## src/hdl/qvc_pkg.sv

```systemverilog
// Shared types, constants and functions of the dual quadrature velocity counter.
package qvc_pkg;

    localparam int COUNT_WIDTH     = 16;
    localparam int OUT_COUNT_WIDTH = 16;
    localparam int SCALE_WIDTH     = 24;
    localparam int VEL_WIDTH       = 40;
    localparam int PADDR_WIDTH     = 3;
    localparam int TDATA_IN_WIDTH  = 8;
    localparam int TDATA_OUT_WIDTH = 2 * OUT_COUNT_WIDTH + 3 * VEL_WIDTH;
    localparam int SAT_CMP_WIDTH   = 33;

    localparam logic [SCALE_WIDTH-1:0] SCALE_RESET = 24'd65536;

    localparam logic CMD_SAMPLE = 1'b0;
    localparam logic CMD_TICK   = 1'b1;

    localparam logic REG_DISTANCE_SCALE = 1'b0;

    typedef struct packed {
        logic left_b;
        logic left_a;
        logic right_b;
        logic right_a;
    } qvc_pins_t;

    typedef struct packed {
        logic                               valid;
        logic signed [OUT_COUNT_WIDTH-1:0]  right_count;
        logic signed [OUT_COUNT_WIDTH-1:0]  left_count;
        logic                               invalid_seen;
    } qvc_latch_t;

    function automatic logic signed [OUT_COUNT_WIDTH-1:0] sat_count(
        input logic signed [COUNT_WIDTH-1:0] v
    );
        logic signed [SAT_CMP_WIDTH-1:0] wide;
        logic signed [SAT_CMP_WIDTH-1:0] hi;
        logic signed [SAT_CMP_WIDTH-1:0] lo;
        wide = SAT_CMP_WIDTH'(v);
        hi   = SAT_CMP_WIDTH'(signed'({1'b0, {(OUT_COUNT_WIDTH-1){1'b1}}}));
        lo   = SAT_CMP_WIDTH'(signed'({1'b1, {(OUT_COUNT_WIDTH-1){1'b0}}}));
        if (wide > hi)
            sat_count = hi[OUT_COUNT_WIDTH-1:0];
        else if (wide < lo)
            sat_count = lo[OUT_COUNT_WIDTH-1:0];
        else
            sat_count = wide[OUT_COUNT_WIDTH-1:0];
    endfunction

endpackage

```

## src/hdl/qvc_decoder.sv

```systemverilog
// Quadrature decoding of both encoders, saturating accumulators and count latch.
module qvc_decoder
    import qvc_pkg::*;
(
    input  logic        clk,
    input  logic        rst_n,
    input  logic        accept,
    input  logic        advance,
    input  logic        cmd,
    input  qvc_pins_t   pins,
    output qvc_latch_t  latch
);

    localparam logic signed [COUNT_WIDTH-1:0] AccMax = {1'b0, {(COUNT_WIDTH-1){1'b1}}};
    localparam logic signed [COUNT_WIDTH-1:0] AccMin = {1'b1, {(COUNT_WIDTH-1){1'b0}}};

    typedef struct packed {
        logic up;
        logic down;
        logic invalid;
    } qvc_step_t;

    function automatic qvc_step_t decode(
        input logic pa,
        input logic pb,
        input logic a,
        input logic b
    );
        qvc_step_t s;
        logic ea;
        logic eb;
        ea = pa ^ a;
        eb = pb ^ b;
        s.invalid = ea & eb;
        s.up      = (ea & ~eb & (a == b)) | (eb & ~ea & (a != b));
        s.down    = (ea & ~eb & (a != b)) | (eb & ~ea & (a == b));
        return s;
    endfunction

    function automatic logic signed [COUNT_WIDTH-1:0] step_acc(
        input logic signed [COUNT_WIDTH-1:0] acc,
        input qvc_step_t s
    );
        if (s.up && acc != AccMax)
            step_acc = acc + COUNT_WIDTH'(1);
        else if (s.down && acc != AccMin)
            step_acc = acc - COUNT_WIDTH'(1);
        else
            step_acc = acc;
    endfunction

    qvc_pins_t                      prev_pins_reg;
    logic                           pins_known_reg;
    logic signed [COUNT_WIDTH-1:0]  right_acc_reg;
    logic signed [COUNT_WIDTH-1:0]  left_acc_reg;
    logic                           invalid_reg;
    qvc_latch_t                     latch_reg;

    qvc_pins_t                      prev_pins_next;
    logic                           pins_known_next;
    logic signed [COUNT_WIDTH-1:0]  right_acc_next;
    logic signed [COUNT_WIDTH-1:0]  left_acc_next;
    logic                           invalid_next;
    qvc_latch_t                     latch_next;
    qvc_step_t                      right_step;
    qvc_step_t                      left_step;

    always_comb
    begin
        right_step = decode(prev_pins_reg.right_a, prev_pins_reg.right_b,
                            pins.right_a, pins.right_b);
        left_step  = decode(prev_pins_reg.left_a, prev_pins_reg.left_b,
                            pins.left_a, pins.left_b);

        prev_pins_next  = prev_pins_reg;
        pins_known_next = pins_known_reg;
        right_acc_next  = right_acc_reg;
        left_acc_next   = left_acc_reg;
        invalid_next    = invalid_reg;

        latch_next              = latch_reg;
        latch_next.valid        = 1'b0;

        if (accept && cmd == CMD_SAMPLE)
        begin
            if (pins_known_reg)
            begin
                right_acc_next = step_acc(right_acc_reg, right_step);
                left_acc_next  = step_acc(left_acc_reg, left_step);
                invalid_next   = invalid_reg | right_step.invalid | left_step.invalid;
            end
            prev_pins_next  = pins;
            pins_known_next = 1'b1;
        end
        else if (accept && cmd == CMD_TICK)
        begin
            latch_next.valid        = 1'b1;
            latch_next.right_count  = sat_count(right_acc_reg);
            latch_next.left_count   = sat_count(left_acc_reg);
            latch_next.invalid_seen = invalid_reg;
            right_acc_next          = '0;
            left_acc_next           = '0;
            invalid_next            = 1'b0;
        end
    end

    always_ff @(posedge clk or negedge rst_n)
    begin
        if (!rst_n)
        begin
            prev_pins_reg   <= '0;
            pins_known_reg  <= 1'b0;
            right_acc_reg   <= '0;
            left_acc_reg    <= '0;
            invalid_reg     <= 1'b0;
            latch_reg       <= '0;
        end
        else
        begin
            prev_pins_reg  <= prev_pins_next;
            pins_known_reg <= pins_known_next;
            right_acc_reg  <= right_acc_next;
            left_acc_reg   <= left_acc_next;
            invalid_reg    <= invalid_next;
            if (advance)
                latch_reg <= latch_next;
        end
    end

    assign latch = latch_reg;

endmodule

```

## src/hdl/qvc_scaler.sv

```systemverilog
// Scaling of the latched counts to velocities, mean of both and the result register.
module qvc_scaler
    import qvc_pkg::*;
(
    input  logic                                clk,
    input  logic                                rst_n,
    input  logic                                advance,
    input  logic [SCALE_WIDTH-1:0]              distance_scale,
    input  qvc_latch_t                          latch,
    output logic                                out_valid,
    output logic signed [OUT_COUNT_WIDTH-1:0]   right_count,
    output logic signed [OUT_COUNT_WIDTH-1:0]   left_count,
    output logic signed [VEL_WIDTH-1:0]         right_velocity,
    output logic signed [VEL_WIDTH-1:0]         left_velocity,
    output logic signed [VEL_WIDTH-1:0]         mean_velocity,
    output logic                                invalid_seen
);

    localparam int ProdWidth = OUT_COUNT_WIDTH + SCALE_WIDTH + 1;

    logic                               mul_valid_reg;
    logic signed [OUT_COUNT_WIDTH-1:0]  mul_rc_reg;
    logic signed [OUT_COUNT_WIDTH-1:0]  mul_lc_reg;
    logic signed [VEL_WIDTH-1:0]        mul_rv_reg;
    logic signed [VEL_WIDTH-1:0]        mul_lv_reg;
    logic                               mul_inv_reg;

    logic                               out_valid_reg;
    logic signed [OUT_COUNT_WIDTH-1:0]  out_rc_reg;
    logic signed [OUT_COUNT_WIDTH-1:0]  out_lc_reg;
    logic signed [VEL_WIDTH-1:0]        out_rv_reg;
    logic signed [VEL_WIDTH-1:0]        out_lv_reg;
    logic signed [VEL_WIDTH-1:0]        out_mean_reg;
    logic                               out_inv_reg;

    logic signed [SCALE_WIDTH:0]        scale_s;
    logic signed [ProdWidth-1:0]        right_prod;
    logic signed [ProdWidth-1:0]        left_prod;
    logic signed [VEL_WIDTH:0]          vel_sum;
    logic signed [VEL_WIDTH-1:0]        mean_next;

    always_comb
    begin
        scale_s    = signed'({1'b0, distance_scale});
        right_prod = ProdWidth'(latch.right_count) * ProdWidth'(scale_s);
        left_prod  = ProdWidth'(latch.left_count) * ProdWidth'(scale_s);
        vel_sum    = (VEL_WIDTH+1)'(mul_rv_reg) + (VEL_WIDTH+1)'(mul_lv_reg);
        mean_next  = vel_sum[VEL_WIDTH:1];
    end

    always_ff @(posedge clk or negedge rst_n)
    begin
        if (!rst_n) begin
            mul_valid_reg <= 1'b0;
            out_valid_reg <= 1'b0;
        end else if (advance) begin
            mul_valid_reg <= latch.valid;
            out_valid_reg <= mul_valid_reg;
        end
    end

    always_ff @(posedge clk)
    begin
        if (advance) begin
            mul_rc_reg   <= latch.right_count;
            mul_lc_reg   <= latch.left_count;
            mul_rv_reg   <= right_prod[VEL_WIDTH-1:0];
            mul_lv_reg   <= left_prod[VEL_WIDTH-1:0];
            mul_inv_reg  <= latch.invalid_seen;
            out_rc_reg   <= mul_rc_reg;
            out_lc_reg   <= mul_lc_reg;
            out_rv_reg   <= mul_rv_reg;
            out_lv_reg   <= mul_lv_reg;
            out_mean_reg <= mean_next;
            out_inv_reg  <= mul_inv_reg;
        end
    end

    assign out_valid      = out_valid_reg;
    assign right_count    = out_rc_reg;
    assign left_count     = out_lc_reg;
    assign right_velocity = out_rv_reg;
    assign left_velocity  = out_lv_reg;
    assign mean_velocity  = out_mean_reg;
    assign invalid_seen   = out_inv_reg;

endmodule

```

## src/hdl/dual_quadrature_velocity_counter.sv

```systemverilog
// Top level of the dual quadrature velocity counter with its register port.
// Pin samples update the counts at the edge that accepts them and yield no result.
// A tick item's result becomes valid after the edge that accepts it,
// once it has passed the latch, multiply and mean stages.
// Throughput is one item per cycle; all stages and the input stall while a result waits.
// Reset clears counts, pin history and the invalid flag and sets the scale to 1.0.
module dual_quadrature_velocity_counter
    import qvc_pkg::*;
(
    input  logic                        clk,
    input  logic                        rst_n,
    // Register port.
    input  logic                        psel,
    input  logic                        penable,
    input  logic                        pwrite,
    input  logic [PADDR_WIDTH-1:0]      paddr,
    input  logic [31:0]                 pwdata,
    output logic [31:0]                 prdata,
    output logic                        pready,
    // Input items.
    input  logic                        s_axis_tvalid,
    output logic                        s_axis_tready,
    // Fields from bit 0: right_a, right_b, left_a, left_b, zero fill.
    input  logic [TDATA_IN_WIDTH-1:0]   s_axis_tdata,
    // Field: cmd.
    input  logic                        s_axis_tuser,
    // Result items.
    output logic                        m_axis_tvalid,
    input  logic                        m_axis_tready,
    // Fields from bit 0: right_count, left_count, right_velocity, left_velocity,
    // mean_velocity.
    output logic [TDATA_OUT_WIDTH-1:0]  m_axis_tdata,
    // Field: invalid_seen.
    output logic                        m_axis_tuser
);

    logic [SCALE_WIDTH-1:0]             scale_reg;
    logic                               advance;
    logic                               accept;
    logic                               reg_write;
    qvc_pins_t                          pins;
    qvc_latch_t                         latch;
    logic                               out_valid;
    logic signed [OUT_COUNT_WIDTH-1:0]  right_count;
    logic signed [OUT_COUNT_WIDTH-1:0]  left_count;
    logic signed [VEL_WIDTH-1:0]        right_velocity;
    logic signed [VEL_WIDTH-1:0]        left_velocity;
    logic signed [VEL_WIDTH-1:0]        mean_velocity;
    logic                               invalid_seen;

    assign pready    = 1'b1;
    assign reg_write = psel & penable & pwrite & pready;

    always_ff @(posedge clk or negedge rst_n)
    begin
        if (!rst_n)
            scale_reg <= SCALE_RESET;
        else if (reg_write && paddr[2] == REG_DISTANCE_SCALE)
            scale_reg <= pwdata[SCALE_WIDTH-1:0];
    end

    always_comb
    begin
        if (paddr[2] == REG_DISTANCE_SCALE)
            prdata = 32'(scale_reg);
        else
            prdata = '0;
    end

    assign advance       = ~out_valid | m_axis_tready;
    assign s_axis_tready = advance;
    assign accept        = s_axis_tvalid & advance;

    assign pins.right_a = s_axis_tdata[0];
    assign pins.right_b = s_axis_tdata[1];
    assign pins.left_a  = s_axis_tdata[2];
    assign pins.left_b  = s_axis_tdata[3];

    qvc_decoder u_decoder (
        .clk     (clk),
        .rst_n   (rst_n),
        .accept  (accept),
        .advance (advance),
        .cmd     (s_axis_tuser),
        .pins    (pins),
        .latch   (latch)
    );

    qvc_scaler u_scaler (
        .clk            (clk),
        .rst_n          (rst_n),
        .advance        (advance),
        .distance_scale (scale_reg),
        .latch          (latch),
        .out_valid      (out_valid),
        .right_count    (right_count),
        .left_count     (left_count),
        .right_velocity (right_velocity),
        .left_velocity  (left_velocity),
        .mean_velocity  (mean_velocity),
        .invalid_seen   (invalid_seen)
    );

    assign m_axis_tvalid = out_valid;
    assign m_axis_tdata  = {mean_velocity, left_velocity, right_velocity,
                            left_count, right_count};
    assign m_axis_tuser  = invalid_seen;

endmodule

```

## config.mk

```make
export PLATFORM = sky130hd
export DESIGN_NAME = dual_quadrature_velocity_counter
export DESIGN_NICKNAME = d
export VERILOG_FILES = /design/src/hdl/qvc_pkg.sv /design/src/hdl/qvc_decoder.sv /design/src/hdl/qvc_scaler.sv /design/src/hdl/dual_quadrature_velocity_counter.sv
export SDC_FILE = /design/constraint.sdc
export NUM_CORES = 2
export LEC_CHECK = 0
export ABC_AREA = 1
export ABC_CLOCK_PERIOD_IN_PS = 20600
export BUFFER_PORTS_ARGS = -buffer_cell sky130_fd_sc_hd__buf_4
export CAP_MARGIN = 20
export CORE_AREA = 5 5 434 308
export CTS_CLUSTER_DIAMETER = 120
export DETAILED_ROUTE_END_ITERATION = 10
export DIE_AREA = 0 0 439 313
export SETUP_SLACK_MARGIN = 0.15
export SLEW_MARGIN = 15
export SYNTH_ARGS = -nofsm -noshare
export SYNTH_HDL_FRONTEND = slang
export SYNTH_SLANG_ARGS = --single-unit
```

## constraint.sdc

```tcl
create_clock -name clk -period 20.6 [get_ports clk]
set_clock_uncertainty 0.2 [all_clocks]
set_input_delay 1.03 -clock clk [delete_from_list [all_inputs] [get_ports clk]]
set_output_delay 1.03 -clock clk [all_outputs]
set_load 0.1 [all_outputs]
```

==> key figures <==
Run status
  • Run status: finished clean

Synthesis
  • Syn Area/Cell: 7.86 sq um
  • Asr flop ratio synth: 0.269
  • Synth cell types: 39
  • Count leader, synth: nand2_1
  • Synth Flop Type: edfxtp_1
  • Seq/Total Area, Yosys: 0.234
  • Top cells by area, synth: fa_1, edfxtp_1, nand2_1, inv_1, ha_1
  • Synth Warn #: 0
  • Post-synth EDFFs: 266
  • Cell taking the most area after synthesis: fa_1
  • #FFs+latches synth: 364
  • Cell area after synthesis: 44700 sq um
  • Share of the synthesized area in the top cell type: 0.275
  • Syn Inst Count: 5687
  • Synth top cells by count: nand2_1, inv_1, fa_1

Routing
  • Remaining DRCs: 0
  • ANT nets after route: 0
  • Drt pass-1 iters: 6
  • WL per Instance: 16.9 um
  • Final wirelength: 128000 um
  • Initial drt markers: 2429
  • DR vias/cell: 4.61
  • Vias: 35000

Clock network
  • Post CTS Setup Buffer Count: 0
  • Clk root buf: clkbuf_16
  • CTS H-tree depth: 2
  • Clk buf depth: 3
  • Count of hold-fix buffers inserted at cts: 0
  • Post_cts resized: 0
  • CTS buffer count: 43
  • Worst skew pair latency: 0.62 ns
  • Sink Count: 364
  • CTS tree: built
  • Clk slew on worst S/H paths: 0.06 ns

Setup path
  • Startpoint Class: register
  • Arr. time, crit path: 6.93 ns
  • Crit Path Class: reg2reg
  • CP Max Fanout: 17
  • Kind of end point of the critical path: register
  • WP data required: 20.76 ns

Global route
  • Initial antenna violation count: 4
  • GRT Total Usage: 0.190
  • Total gr overflow: 0
  • Number of global-route vias before repair: 36300
  • Largest net degree at the start of global routing: 73
  • First-pass GRT wire length: 205000 um

Timing
  • Worst rel slew slack: 0.267
  • Period utilisation layout: 0.329
  • Fmax: 148 MHz
  • Hold Fails Final Rpt: 0
  • Slew @ Worst Pin: 1.10 ns
  • Final worst path period need: 6.78 ns
  • Max-slew violation count: 0
  • Setup ws final: 13.82 ns
  • Setup violations, final: 0
  • Setup TNS: 0 ns
  • RSZ-0062 raised after global routing: false

Final layout
  • # fillers: 13400
  • Ant. Diodes: 0
  • P&R area growth vs syn: 11.1%
  • Final Non-Filler Cells: 7584
  • Layout cell share with drive strength beyond 1: 0.0681
  • Nets: 6797

Placement
  • Hpwl dp: 101000 um
  • Post-Place Setup Slack: 13.88 ns
  • Cells after DPL: 7501
  • Placer Congestion: 0.914
  • PortBufs: 215

Die
  • Die area: 137000 sq um
  • Initial Util: 0.345
  • Total core area: 129000 sq um
  • Die height: 313 um
  • Top-level I/O count: 239
  • Row cnt: 111
  • Die width: 439 um

Pwr
  • Lkg Pwr: 0.0280 uW
  • Worst vdd ir: 99.0 uV
  • PD cells: 157 nW/um^2

Hold path
  • Hold Path Class: in2async

Job
  • MaxCap Viol Count: 0
==> critical path, stage by stage, from the launching register on <==
cell and delay, ns:
dfrtp_1 0.59, clkinv_1 0.79, nor2_1 0.39, fa_1 0.50
fa_1 0.54, fa_1 0.44, fa_1 0.46, fa_1 0.50
inv_1 0.06, fa_1 0.48, inv_1 0.07, ha_1 0.34
a21oi_1 0.30, nand2_1 0.13, a21oi_1 0.14, nand3_1 0.20
nand2_1 0.17, nand2_1 0.06, nand2_1 0.06, nand2_1 0.09
==> stage by stage <==
| step | utilization | hold WS [ns] | area [sq um] | power, uW |
|---|---|---|---|---|
| 2_1_floorplan | - | 0.200 | 44700 | 5380 |
| 3_3_place_gp | 0.371 | 0.203 | 48100 | 6980 |
| 3_5_place_dp | 0.372 | 0.205 | 48100 | 7010 |
| 4_1_cts | 0.383 | 0.200 | 49600 | 7890 |
| 5_1_grt | 0.384 | 0.226 | 49700 | 8500 |
| 6_report | 0.384 | 0.217 | 49700 | 7800 |
==> per-layer routing <==
layer,part of all wire,global-route usage,up-vias
li1,-,-,16700
met1,0.44,0.259,17100
met2,0.46,0.313,980
met3,0.066,0.0298,193
met4,0.028,0.0529,0
met5,0,0,-
==> path summary, 6_finish.rpt <==
path                                                       start                                      to  slack (ns)  cells past startpoint
worst max register to register   u_decoder.latch[16]$_DFFE_PN0P_       u_scaler.mul_lv_reg[38]$_DFFE_PN_       13.82                     19
max in group asynchronous                                  rst_n                scale_reg[1]$_DFFE_PN0P_       18.77                      2
worst min-delay path                                       rst_n  u_decoder.right_acc_reg[6]$_DFFE_PN0P_        0.22                      1
min in group clk                u_scaler.mul_rc_reg[2]$_DFFE_PN_       u_scaler.right_count[2]$_DFFE_PN_        0.22                      0
worst min register to register  u_scaler.mul_rc_reg[2]$_DFFE_PN_       u_scaler.right_count[2]$_DFFE_PN_        0.22                      0
worst max-delay path             u_decoder.latch[16]$_DFFE_PN0P_       u_scaler.mul_lv_reg[38]$_DFFE_PN_       13.82                     19
==> power breakdown <==
group / switching [uW] / internal [uW]
sequential: 288 / 1230
combinational: 3850 / 1620
clock: 341 / 473
==> cell usage in the layout (no fill, tap or decap), types with 3 or more instances in the layout <==
cell type  netlist  routed
a21oi_1        142     142
a31oi_1         10      10
and2_1           7       7
buf_16           0       3
buf_4           11     261
bufinv_16        0       6
clkbuf_1       183       5
clkbuf_16        0      43
clkinv_1         3       9
clkinv_2         0       6
conb_1           2       9
dfrtp_1         97      84
dfrtp_2          0      13
edfxtp_1       266     266
fa_1           615     615
ha_1           333     333
inv_1         1577    1576
inv_2            6       6
inv_6            0       6
mux2_2           5       5
nand2_1       1758    1758
nand2_2         16      16
nand2_4          6       6
nand3_1        117     117
nand3_2          6       6
nand3b_1         8       8
nand4_1         19      19
nor2_1         260     260
nor3_1          34      34
o21ai_0         82      82
o21ai_4          3       3
o21bai_1        13      13
or2_2            3       3
xnor2_1         23      23
xor2_1          63      63
==> kinds of logic after synthesis <==
family | count (synthesis) | share of synthesized area
buffers and inverters | 1792 | 0.152
flip-flops | 364 | 0.234
AND/OR/NAND/NOR | 2239 | 0.198
multiplexers | 5 | 0.00126
other | 2 | 0.000168
AO/OA/AOI/OAI | 251 | 0.0299
XOR/XNOR | 86 | 0.0168
adder cells (fa/ha/maj) | 948 | 0.369
==> cell type report <==
| class | instances | area [sq um] | share of cell area |
|---|---|---|---|
| multi-input combinational | 3538 | 27500 | 0.554 |
| timing repair buffer | 265 | 2060 | 0.0414 |
| tap | 1751 | 2190 | 0.0441 |
| clock inverter | 30 | 358 | 0.00721 |
| sequential | 364 | 10500 | 0.211 |
| clock buffer | 50 | 1120 | 0.0226 |
| inverter | 1586 | 5960 | 0.120 |
Power figures use the tool's default switching activity.
